===== src/hw/rtl/mtmf_pkg.sv =====
package mtmf_pkg;

	localparam int SAMPLE_BITS = 12;
	localparam int COUNT_BITS  = 8;
	localparam int DIV_BITS    = COUNT_BITS + 1;
	localparam int SUM_BITS    = 20;
	localparam int AVG_BITS    = 12;
	localparam int ITER_BITS   = $clog2(SUM_BITS);
	localparam int QUEUE_DEPTH = 2;
	localparam int QPTR_BITS   = $clog2(QUEUE_DEPTH);

	typedef logic [SAMPLE_BITS-1:0] sample_t;
	typedef logic [COUNT_BITS-1:0]  count_t;
	typedef logic [DIV_BITS-1:0]    divisor_t;
	typedef logic [SUM_BITS-1:0]    sum_t;

	// one finished run: sum of medians and number of medians in it
	typedef struct packed {
		sum_t     sum;
		divisor_t divisor;
	} job_t;

	typedef enum logic [1:0] {
		B_IDLE,
		B_DIV,
		B_OUT
	} back_state_t;

	function automatic sample_t median3(sample_t a, sample_t b, sample_t c);
		sample_t lo;
		sample_t hi;
		sample_t mid;
		lo  = (a < b) ? a : b;
		hi  = (a < b) ? b : a;
		mid = (hi < c) ? hi : c;
		return (lo > mid) ? lo : mid;
	endfunction

endpackage


===== src/hw/rtl/mtmf_front.sv =====
module mtmf_front
	import mtmf_pkg::*;
(
	input  logic    clk,
	input  logic    arst_n,
	input  logic    accept,
	input  sample_t sample,
	input  count_t  median_count,
	output logic    push,
	output job_t    push_job
);

	logic [1:0] phase_q;
	sample_t    first_q;
	sample_t    second_q;
	sum_t       sum_q;
	count_t     taken_q;

	sample_t    med;
	sum_t       sum_next;
	divisor_t   taken_next;
	divisor_t   target;
	logic       group_done;
	logic       run_done;

	always_comb begin
		med        = median3(first_q, second_q, sample);
		sum_next   = sum_q + SUM_BITS'(med);
		taken_next = DIV_BITS'(taken_q) + DIV_BITS'(1);
		target     = (median_count == '0) ? DIV_BITS'(1) : DIV_BITS'(median_count);
		group_done = accept && (phase_q[1] == 1'b1);
		run_done   = group_done && !(taken_next < target);
	end

	assign push             = run_done;
	assign push_job.sum     = sum_next;
	assign push_job.divisor = taken_next;

	always_ff @(posedge clk or negedge arst_n) begin
		if (!arst_n) begin
			phase_q  <= '0;
			first_q  <= '0;
			second_q <= '0;
			sum_q    <= '0;
			taken_q  <= '0;
		end else if (accept) begin
			case (phase_q)
				2'd0: begin
					first_q <= sample;
					phase_q <= 2'd1;
				end
				2'd1: begin
					second_q <= sample;
					phase_q  <= 2'd2;
				end
				default: begin
					phase_q <= 2'd0;
					if (run_done) begin
						sum_q   <= '0;
						taken_q <= '0;
					end else begin
						sum_q   <= sum_next;
						taken_q <= taken_next[COUNT_BITS-1:0];
					end
				end
			endcase
		end
	end

endmodule


===== src/hw/rtl/mtmf_queue.sv =====
module mtmf_queue
	import mtmf_pkg::*;
(
	input  logic clk,
	input  logic arst_n,
	input  logic push,
	input  job_t push_job,
	input  logic pop,
	output logic full,
	output logic not_empty,
	output job_t head
);

	job_t                 mem_q [QUEUE_DEPTH];
	logic [QPTR_BITS-1:0] wr_ptr_q;
	logic [QPTR_BITS-1:0] rd_ptr_q;
	logic [QPTR_BITS:0]   fill_q;

	assign full      = (fill_q == (QPTR_BITS+1)'(QUEUE_DEPTH));
	assign not_empty = (fill_q != '0);
	assign head      = mem_q[rd_ptr_q];

	always_ff @(posedge clk) begin
		if (push) begin
			mem_q[wr_ptr_q] <= push_job;
		end
	end

	always_ff @(posedge clk or negedge arst_n) begin
		if (!arst_n) begin
			wr_ptr_q <= '0;
			rd_ptr_q <= '0;
			fill_q   <= '0;
		end else begin
			if (push) begin
				wr_ptr_q <= wr_ptr_q + QPTR_BITS'(1);
			end
			if (pop) begin
				rd_ptr_q <= rd_ptr_q + QPTR_BITS'(1);
			end
			case ({push, pop})
				2'b10:   fill_q <= fill_q + (QPTR_BITS+1)'(1);
				2'b01:   fill_q <= fill_q - (QPTR_BITS+1)'(1);
				default: fill_q <= fill_q;
			endcase
		end
	end

endmodule


===== src/hw/rtl/mtmf_back.sv =====
module mtmf_back
	import mtmf_pkg::*;
(
	input  logic                clk,
	input  logic                arst_n,
	input  logic                job_valid,
	input  job_t                job,
	output logic                pop,
	output logic                out_valid,
	input  logic                out_stall,
	output logic [AVG_BITS-1:0] average
);

	back_state_t          state_q;
	back_state_t          state_next;
	logic [ITER_BITS-1:0] iter_q;
	sum_t                 quo_q;
	count_t               rem_q;
	divisor_t             div_q;
	logic                 out_valid_q;
	logic [AVG_BITS-1:0]  average_q;

	divisor_t             trial;
	logic                 fits;
	logic                 load_out;
	logic                 last_iter;

	// restoring division, one quotient bit per cycle
	always_comb begin
		trial     = {rem_q, quo_q[SUM_BITS-1]};
		fits      = !(trial < div_q);
		last_iter = (iter_q == ITER_BITS'(SUM_BITS - 1));
	end

	always_comb begin
		state_next = state_q;
		unique case (state_q)
			B_IDLE:  if (job_valid) state_next = B_DIV;
			B_DIV:   if (last_iter) state_next = B_OUT;
			B_OUT:   if (!out_valid_q || !out_stall) state_next = B_IDLE;
			default: state_next = B_IDLE;
		endcase
	end

	always_comb begin
		pop      = 1'b0;
		load_out = 1'b0;
		unique case (state_q)
			B_IDLE:  pop = job_valid;
			B_DIV:   ;
			B_OUT:   load_out = !out_valid_q || !out_stall;
			default: ;
		endcase
	end

	always_ff @(posedge clk or negedge arst_n) begin
		if (!arst_n) begin
			state_q     <= B_IDLE;
			out_valid_q <= 1'b0;
		end else begin
			state_q <= state_next;
			if (load_out) begin
				out_valid_q <= 1'b1;
			end else if (!out_stall) begin
				out_valid_q <= 1'b0;
			end
		end
	end

	always_ff @(posedge clk) begin
		if (pop) begin
			quo_q  <= job.sum;
			div_q  <= job.divisor;
			rem_q  <= '0;
			iter_q <= '0;
		end else if (state_q == B_DIV) begin
			iter_q <= iter_q + ITER_BITS'(1);
			quo_q  <= {quo_q[SUM_BITS-2:0], fits};
			if (fits) begin
				rem_q <= COUNT_BITS'(trial - div_q);
			end else begin
				rem_q <= trial[COUNT_BITS-1:0];
			end
		end
		if (load_out) begin
			average_q <= quo_q[AVG_BITS-1:0];
		end
	end

	assign out_valid = out_valid_q;
	assign average   = average_q;

endmodule


===== src/hw/rtl/median_of_three_mean_filter_core.sv =====
// Median-of-three, then mean, decimating filter for 12-bit converter samples.
// Samples are grouped in threes; the median of each group is summed, and after
// median_count medians (0 acts as 1) one request on the output carries the
// floor of the mean. Samples are taken one per cycle; the input stalls only
// when the two-entry queue of finished runs is full. For each result the back
// end picks up the run, runs the bit-serial divider (one quotient bit per
// cycle over the 20-bit sum), then loads the output register once it is free.
// median_count may be written while the block is idle; it
// takes effect at the next completed group and does not clear the run.
module median_of_three_mean_filter_core
	import mtmf_pkg::*;
(
	input  logic                clk,
	input  logic                arst_n,
	input  logic                in_valid,
	output logic                in_stall,
	input  logic [11:0]         sample,
	output logic                out_valid,
	input  logic                out_stall,
	output logic [11:0]         average,
	input  logic                cfg_valid,
	output logic                cfg_ready,
	input  logic [7:0]          median_count
);

	count_t median_count_q;
	logic   accept;
	logic   push;
	job_t   push_job;
	logic   pop;
	logic   q_full;
	logic   q_not_empty;
	job_t   q_head;

	assign cfg_ready = 1'b1;
	assign in_stall  = q_full;
	assign accept    = in_valid && !q_full;

	always_ff @(posedge clk or negedge arst_n) begin
		if (!arst_n) begin
			median_count_q <= count_t'(1);
		end else if (cfg_valid && cfg_ready) begin
			median_count_q <= median_count;
		end
	end

	mtmf_front u_front (
		.clk          (clk),
		.arst_n       (arst_n),
		.accept       (accept),
		.sample       (sample),
		.median_count (median_count_q),
		.push         (push),
		.push_job     (push_job)
	);

	mtmf_queue u_queue (
		.clk       (clk),
		.arst_n    (arst_n),
		.push      (push),
		.push_job  (push_job),
		.pop       (pop),
		.full      (q_full),
		.not_empty (q_not_empty),
		.head      (q_head)
	);

	mtmf_back u_back (
		.clk       (clk),
		.arst_n    (arst_n),
		.job_valid (q_not_empty),
		.job       (q_head),
		.pop       (pop),
		.out_valid (out_valid),
		.out_stall (out_stall),
		.average   (average)
	);

endmodule

===== config.mk =====
export PLATFORM = sky130hd
export DESIGN_NAME = median_of_three_mean_filter_core
export DESIGN_NICKNAME = d
export VERILOG_FILES = /design/src/hw/rtl/mtmf_pkg.sv /design/src/hw/rtl/mtmf_front.sv /design/src/hw/rtl/mtmf_queue.sv /design/src/hw/rtl/mtmf_back.sv /design/src/hw/rtl/median_of_three_mean_filter_core.sv
export SDC_FILE = /design/constraint.sdc
export NUM_CORES = 1
export LEC_CHECK = 0
export ABC_AREA = 1
export BUFFER_PORTS_ARGS = -buffer_cell sky130_fd_sc_hd__buf_4
export CAP_MARGIN = 20
export CORE_MARGIN = 2
export CORE_UTILIZATION = 56
export DETAILED_ROUTE_END_ITERATION = 10
export PLACE_DENSITY_LB_ADDON = 0.05
export SYNTH_ARGS = -nofsm -noshare
export SYNTH_HDL_FRONTEND = slang
export SYNTH_SLANG_ARGS = --single-unit

===== constraint.sdc =====
create_clock -name clk -period 6 [get_ports clk]
set_clock_uncertainty 0.2 [all_clocks]
set_input_delay 0.9 -clock clk [delete_from_list [all_inputs] [get_ports clk]]
set_output_delay 0.9 -clock clk [all_outputs]
set_load 0.03 [all_outputs]

* Word-level counts from Yosys, hierarchy flattened *
Memories as Yosys holds them, arrays and structs flattened.
Cells that the tools add are included.

word-level totals
  memories = 1
  bits in registers = 123
  word-level logic and storage cells = 84
  memory bits (writable) = 58
  bits of input ports = 25
  output and inout port bits = 15

memories
  memory         words  width  rd ports  clocked after memory_dff  write ports  RTL line          text
  u_queue.mem_q  2      29     1         0                         1            mtmf_queue.sv:14  job_t mem_q [QUEUE_DEPTH];

operators by class
  magnitude comparators = 5
  reduce and logical (&&, ||, !) cells = 20
  $add $sub $neg = 8
  muxes and demuxes = 22
  bitwise logic cells = 1
  equal/unequal tests = 11

operators with widths
  operator             number
  $mux 20              3
  $mux 12              4
  $lt 12x12->1         2
  $mux 8               3
  $add 20x12->20       1
  $lt 9x9->1           2
  $gt 12x12->1         1
  $add 8x1->9 const B  1
  $logic_not 8->1      1
  $ne 2x1->1 const B   4
  $pmux 2 s2           2
  $sub 8x8->8          1
  $eq 2x1->1 const B   3
  $eq 2x2->1 const B   3
  $mux 1               6
  $mux 2               3
  $pmux 2 s3           1
  $reduce_and 2->1     3
  $reduce_bool 2->1    3
  $add 5x1->5 const B  1
  $eq 5x5->1 const B   1
  $logic_not 1->1      5
  $logic_not 2->1      2
  $logic_and 1x1->1    3
  7 further kinds      8

* Logic depth before layout (Yosys ltp) *
Gate-level depths: netlist of the first run.

  depth after elaboration = 8
  depth in mapped cells = 45

* Hierarchy *
Synthesis of the first run repeated with hierarchy kept, for this count alone.

second synthesis, totals
  cells, all modules = 1127
  area, all modules = 9985.8 µm²

by module, submodules not included
  module                            cells each  area an instance (µm²)  instances
  mtmf_front                        624         4588.2                  1
  mtmf_back                         290         2726.4                  1
  mtmf_queue                        175         2346.0                  1
  median_of_three_mean_filter_core  38          325.3                   1

* Least setup slack after synthesis of the first run *
OpenSTA, ideal clock, no wires.

  path type = flip-flop to flip-flop
  start point = register u_front.first_q[11]
  end point = memory u_queue.mem_q[0][27] (netlist name), data pin
  slack = -0.483 ns
  buffers on the path = 4
  setup time = 0.267 ns
  stages on the path, launching flop included = 39
  period minus slack after synthesis = 6.483 ns
  data arrival time = 6.017 ns
  cells stage by stage = dfrtp_1 ha_1 nand2_1 nor2_1 nand2_1 nor2_1 nand2_1 nand2_1 buf_4 buf_2 nand2_1 o21ai_0 ha_1 a21oi_1 nand3b_1 a21oi_1 a2111oi_2 nand2_2 [... 3 more ...] ha_1 a21oi_1 nor2_1 a211oi_1 o21ai_0 o22ai_1 clkbuf_1 nand3_1 nand2_1 ha_1 inv_1 fa_1 o31a_1 nand3b_1 nand2_1 nor3b_2 nand3_1 xor2_1

RTL lines
  item                    RTL line          text
  start, declared         mtmf_front.sv:14  sample_t first_q;
  start signal, assigned  mtmf_front.sv:49  first_q <= sample;
  end, declared           mtmf_queue.sv:14

==> results.md, run 1 <==
* Status: finished with violations
* Failing checks: negative setup slack
* CP startpoint kind: flop
* Fin. max-slew vios at 0
* Gr ovfl total at 0
* Synth area leaders: edfxtp_1, dfrtp_1, nand2_1, ha_1, inv_1
* Die Area at 0.0179 mm²
* MaxCap Viol Count at 0
* Syn nets at 1127
* Gate Count Post-Synth at 1035
* Hold path cells at 0
* R2R depth at 35
* Core Area at 0.0165 mm²
* Dominant register cell in the synthesized netlist: edfxtp_1
* Crit path largest cell delay at 0.42 ns
* Yosys reg bits at 181
* Global-route wire length before repair at 31.3 mm
* Largest net degree at the start of global routing at 70
* Hold_buf cts at 0
* Area grow syn2layout at 23.8%
* Period utilisation layout at 104%
* Remaining antenna violation count after routing at 0
* Fin cells at 1403
* Critical path class: flop to flop
* Initial antenna violation count at 0
* Post-DR wirelength/cell at 14.0 µm
* Post-Syn Area at 0.00942 mm²
* Die width at 134 µm
* Final Hold Violating Endpoints at 0
* Clk_lat worst skew at 0.44 ns
* Avg Cell Area, Syn at 9.10 µm²
* Final hold slack at 0.249 ns
* Critical path data arrival time at 6.21 ns
* Commonest cells after routing, fill and taps aside: nand2_1, buf_4, inv_1, edfxtp_1, dfrtp_1
* Worst min-delay path class: flop to flop
* Io pins at 40
* # diodes at 0
* Bufs on Longest Clock Path at 2
* Root buf cell: clkbuf_16
* Worst path most repeated cell: nand2_2
* Post-synthesis sequential area ratio at 52.7%
* RSZ-0062 raised after global routing: yes
* TritonCTS clock tree: built
* Post-route DRC at 0
* PnR worst setup slack at -0.232 ns
* Slowest cell on the critical path: dfrtp_1
* Gr usage total at 22.1%
* Fin crit period at 6.23 ns
* TritonCTS sink count at 181
* Die Height at 134 µm
* Async SR Flop Fraction at 38.1%
* Cells after DPL at 1351
* Max FO, Critical Path at 7
* Initial core utilization at 57.0%
* Util after Layout at 70.6%
* Worst rel slew slack at 28.7%
* Placed cell area at 0.0106 mm²
* Post-synth EDFFs at 99
* Drt total wl at 19.7 mm
* Share of cells above drive strength 1 at 21.9%
* # nets final at 1263
* Vias in the first global route at 6569
* Row count at 47
* Area share of the largest cell type after synthesis at 31.6%
* GPL Wtd Cong at 0.900
* CTS clk-pin slew, worst paths at 0.07 ns
* Post-Layout Inst Area at 0.0117 mm²
* DR pass1 iterations at 5
* Commonest non-fill, non-tap cell in the layout: nand2_1
* Synth cell types at 49
* R2R setup slack at -0.23 ns
* 1st-iter DRT viols at 369
* Num CTS Buffers at 17
* IO Port Bufs at 38
* DR vias at 7232
* Post-DR vias/cell at 5.15
* H-Tree Level Count at 4
* Post-synth top area cell: edfxtp_1
* Setup violators final at 21
* Syn. warnings at 0
* Dpl hpwl at 13.3 mm
* Actual slew at the worst max-slew pin at 1.07 ns
* CP Capture Type: flop
* Peak Freq at 160 MHz
* Critical path required time at 5.98 ns
registers in the layout, summed over array words and instances (netlist names):
register	count
u_back.div_q	9
u_queue.fill_q	2
u_queue.rd_ptr_q	1
u_front.sum_q	20
u_front.phase_q	2
u_back.rem_q	8
u_front.first_q	12
u_back.quo_q	20
u_front.taken_q	8
median_count_q	8
u_back.state_q	2
u_queue.wr_ptr_q	1
u_queue.mem_q	58
u_front.second_q	12
u_back.iter_q	5
u_back.out_valid	1
u_back.average	12
metrics by stage:
step           setup TNS [ns]  setup slack (ns)
6_report                -2.01            -0.232
4_1_cts                     0           0.00440
3_3_place_gp           -0.632            -0.108
5_1_grt                -19.16            -0.605
3_5_place_dp            -5.00            -0.299
2_1_floorplan          -0.194           -0.0828
cells in the mapped netlist (all sizes together), types with 2 or more instances:
cell	number
o21ai	83
dfrtp	68
edfxtp	99
inv	110
a2111oi	2
a31oi	20
xor2	21
fa	2
clkbuf	19
nand3	43
a21oi	57
nor3	8
and2	3
nor2	63
nor3b	2
dfxtp	13
o21a	3
nand2	304
ha	65
nor4	2
o22ai	2
buf	13
a211oi	2
xnor2	11
nand4	6
nand3b	2
a21o	2
cells by family (layout without fill, tap and decap cells):
family          after synthesis  after routing  share of synthesized area [%]
compound gates              176            176                           10.4
buf+inv                     142            289                           5.94
flops                       181            181                           52.7
mux                           1              1                          0.120
other cells                   1              1                         0.0398
simple gates                435            436                           18.8
xor+xnor                     32             32                           2.98
fa+ha+maj                    67             67                           9.06
worst paths after layout:
check,from,to
min in group asynchronous,arst_n,u_front.second_q[3]
worst min register to register,u_back.quo_q[4],u_back.average[4]
worst max register to register,u_front.first_q[11],u_queue.mem_q[0][27]
worst min-delay path,u_back.quo_q[4],u_back.average[4]
max in group asynchronous,arst_n,u_front.sum_q[9]
worst max-delay path,u_front.first_q[11],u_queue.mem_q[0][27]
metal layers:
metal	up-vias	GRT usage, %	part of all wire (%)
li1	3722	-	-
met1	3401	31.7	50
met4	0	5.97	0.89
met5	-	0	0
met2	95	35.0	47
met3	14	3.69	2.6
what timing repair did:
action,CTS,global route
cloned,1,1
resized for setup,22,66
setup buffers,4,15
pin swaps,6,41
setup endpoints to repair,35,48
cell type report:
class / instances / area [µm²]
clock buffers: 17 / 425
flip-flops and latches: 181 / 4960
multi-input cells: 713 / 4270
clock inverters: 14 / 173
fillers: 1264 / 4860
well taps: 220 / 275
repair buffers: 148 / 1140
inverters: 110 / 413
worst max-delay path: cells and delay by family (launching register included):
family                   cells  cell delay (ns)
AO/OA/AOI/OAI                8             1.51
buffers and inverters        5             0.44
AND/OR/NAND/NOR             16             1.89
adder cells (fa/ha/maj)      5             1.35
XOR/XNOR                     1             0.17
flip-flops                   1             0.42
Power of run 1 is left out: the tool's default activity adds up to more than one toggle a clock period on the data nets, which glitch-free logic cannot reach.
==> inputs of run 2 (changes only) <==
--- a/config.mk
+++ b/config.mk
@@ -5,11 +5,10 @@
 export SDC_FILE = /design/constraint.sdc
 export NUM_CORES = 1
 export LEC_CHECK = 0
-export ABC_AREA = 1
 export BUFFER_PORTS_ARGS = -buffer_cell sky130_fd_sc_hd__buf_4
 export CAP_MARGIN = 20
 export CORE_MARGIN = 2
-export CORE_UTILIZATION = 56
+export CORE_UTILIZATION = 61
 export DETAILED_ROUTE_END_ITERATION = 10
 export PLACE_DENSITY_LB_ADDON = 0.05
 export SYNTH_ARGS = -nofsm -noshare
==> constraint.sdc (replaced) <==
create_clock -name clk -period 7.55 [get_ports clk]
set_clock_uncertainty 0.2 [all_clocks]
set_input_delay 1.1325 -clock clk [delete_from_list [all_inputs] [get_ports clk]]
set_output_delay 1.1325 -clock clk [all_outputs]
set_load 0.03 [all_outputs]
==> run 2 against run 1 <==
Against the previous run: the run now ends clean; setup slack better by 0.34 ns; hold slack improved by 0.0021 ns; area after synthesis rose by 1.4%; critical endpoint is now u_queue.mem_q[0][23].
==> results.md, run 2 <==
* Status: finished, final reports clean
* Area grow syn2layout at 16.8%
* Crit. Startpoint: u_front.second_q[7]
* H-Tree Level Count at 4 (unchanged)
* Synth area leaders: edfxtp_1, dfrtp_1, ha_1, mux2i_1, nand2_1
* Setup violators final at 0 (-100%)
* Bufs on Longest Clock Path at 2 (unchanged)
* Peak Freq at 134 MHz (-16%)
* Syn nets at 973 (-14%)
* Synth Area in Adders at 8.94% (-0.12 points)
* Synth cell types at 62 (+27%)
* Fin. max-slew vios at 0 (unchanged)
* Post-DR vias/cell at 5.84 (+13%)
* Largest family of logic cells by synthesized area: compound AO/OA/AOI/OAI gates
* Critical path class: flop to flop
* Die Area at 0.0167 mm² (-6.7%)
* CP Capture Type: flop
* Drt total wl at 20.3 mm (+3.3%)
* Post-route DRC at 0 (unchanged)
* Global-route wire length before repair at 32.5 mm (+3.7%)
* Yosys reg bits at 181 (unchanged)
* MaxCap Viol Count at 0 (unchanged)
* Commonest non-fill, non-tap cell in the layout: nand2_1
* GPL Wtd Cong at 0.877 (-2.6%)
* Gr usage total at 24.9% (+2.8 points)
* Post-synth top area cell: edfxtp_1
* Post-Synth Simple-Gate Area at 12.5% (-6.3 points)
* Slowest cell on the critical path: a211oi_4
* Area share of the largest cell type after synthesis at 31.1% (-0.43 points)
* Gr ovfl total at 0 (unchanged)
* Clk_lat worst skew at 0.43 ns (about the same)
* Async SR Flop Fraction at 38.1% (unchanged)
* Post-Layout Inst Area at 0.0112 mm² (-4.4%)
* Post-DR wirelength/cell at 17.4 µm (+24%)
* Initial core utilization at 62.6% (+5.6 points)
* Actual slew at the worst max-slew pin at 0.990 ns (-0.0803 ns)
* Avg Cell Area, Syn at 10.8 µm² (+19%)
* Initial antenna violation count at 0 (unchanged)
* Largest net degree at the start of global routing at 70 (unchanged)
* Critical path required time at 7.52 ns (+1.54 ns)
* Worst setup endpoint: u_queue.mem_q[0][23]
* 1st-iter DRT viols at 432 (+17%)
* RR Startpoint: u_front.second_q[7]
* Number of flip-flops in the largest register at 58 (unchanged)
* Biggest register: u_queue.mem_q
* Worst min-delay path class: flop to flop
* # diodes at 0 (unchanged)
* R2R depth at 31 (-11%)
* Max FO, Critical Path at 7 (unchanged)
* Synth Area in Compound Gates at 12.6% (+2.2 points)
* Worst rel slew slack at 33.8% (+5.2 points)
* Post-synthesis mux area share at 6.88% (+6.8 points)
* Die width at 129 µm (-3.4%)
* Vias in the first global route at 6734 (+2.5%)
* TritonCTS clock tree: built
* CTS clk-pin slew, worst paths at 0.07 ns (about the same)
* Num CTS Buffers at 17 (unchanged)
* Crit path depth at 31 (-11%)
* Commonest cells after routing, fill and taps aside: nand2_1, edfxtp_1, buf_4
* Crit path largest cell delay at 0.40 ns (-0.02 ns)
* Period utilisation layout at 98.6% (-5.3 points)
* DR pass1 iterations at 5 (unchanged)
* Post-synthesis sequential area ratio at 52.0% (-0.71 points)
* Critical path data arrival time at 7.41 ns (+1.20 ns)
* Dominant register cell in the synthesized netlist: edfxtp_1
* IO Port Bufs at 38 (unchanged)
* Post-synth EDFFs at 99 (unchanged)
* Core Area at 0.0153 mm² (-7.7%)
* Row count at 45 (-4.3%)
* CP startpoint kind: flop
* Critical R2R Capture: u_queue.mem_q[0][23]
* Post-Syn Area at 0.00955 mm² (+1.4%)
* Remaining antenna violation count after routing at 0 (unchanged)
* Syn. warnings at 0 (unchanged)
* Buf/Inv on CP at 2 (-3)
* Gate Count Post-Synth at 881 (-15%)
* Final Hold Violating Endpoints at 0 (unchanged)
* Die Height at 129 µm (-3.4%)
* Top Registers: u_queue.mem_q x58, u_back.quo_q x20, u_front.sum_q x20
* Io pins at 40 (unchanged)
* Hold Path Origin: u_back.quo_q[1]
* R2R setup slack at 0.11 ns (+0.34 ns)
* Root buf cell: clkbuf_16
* Count leader, synth: nand2_1
* Fin crit period at 7.44 ns (+1.21 ns)
* Share of cells above drive strength 1 at 20.2% (-1.7 points)
* TritonCTS sink count at 181 (unchanged)
* # nets final at 1033 (-18%)
* Top post-synthesis cells by count: nand2_1, edfxtp_1, o21ai_0
* Synth Area in XOR/XNOR at 3.30% (+0.33 points)
* Dpl hpwl at 13.8 mm (+3.2%)
* DR vias at 6809 (-5.8%)
* Crit-path leading delay family: compound AO/OA/AOI/OAI gates
* Placed cell area at 0.0100 mm² (-5.0%)
[run 2: worst min-delay path by stage]
stage                        endpoint  depth (start not counted)  slack (ns)
detailed placement  u_back.average[1]                          0        0.23
global placement    u_back.average[5]                          0        0.24
global route        u_back.average[1]                          0        0.27
finish              u_back.average[1]                          0        0.25
floorplan           u_back.average[0]                          0        0.23
CTS                 u_back.average[1]                          0        0.25
[run 2: timing repair]
| action | CTS | global route |
|---|---|---|
| hold buffers | 0 | 0 |
| pin swaps | 2 | 23 |
| cloned | 0 | 1 |
| setup buffers | 4 | 20 |
| endpoints found under the setup margin | 15 | 44 |
| gates resized for setup | 3 | 71 |
[run 2: cell type report]
| type | instances | area, µm² |
|---|---|---|
| inverters | 55 | 206 |
| clock inverters | 9 | 88.8 |
| fillers | 1079 | 4110 |
| well taps | 211 | 264 |
| clock buffers | 23 | 504 |
| multi-input cells | 612 | 4550 |
| repair buffers | 74 | 574 |
| flip-flops and latches | 181 | 4960 |
[run 2: worst register-to-register path: cells and delay by family (launching register included)]
family	cells	cell delay (ns)
and+or+nand+nor	7	1.31
DFF	1	0.37
AOI/OAI and AO/OA	15	3.28
adders and majority gates	5	1.40
xor gates and xnor gates	1	0.18
muxes	1	0.28
buffers and inverters	2	0.14
[run 2: per-layer routing]
metal	share of wire [%]	track usage, %
met3	3.8	3.67
met1	45	34.0
met5	0	0
met2	49	40.7
met4	1.7	9.46
[run 2: cell families after synthesis]
group           count (synthesis)
fa+ha+maj                      67
mux                            63
simple gates                  247
xor+xnor                       36
other cells                     1
compound gates                197
flops                         181
buf+inv                        89
[run 2: through the flow]
| stage | setup slack, ns | hold slack [ns] | std cells | TNS (ns) | util (%) |
|---|---|---|---|---|---|
| floorplan | 0.407 | 0.227 | 881 | 0 | - |
| global placement | 0.0214 | 0.237 | 1106 | 0 | 65.7 |
| detailed placement | -0.199 | 0.234 | 1107 | -1.11 | 65.7 |
| CTS | 0.0154 | 0.250 | 1143 | 0 | 69.9 |
| global route | -0.148 | 0.270 | 1165 | -2.06 | 73.1 |
| finish | 0.109 | 0.251 | 1165 | 0 | 73.1 |
Power of run 2 is left out for the same reason.
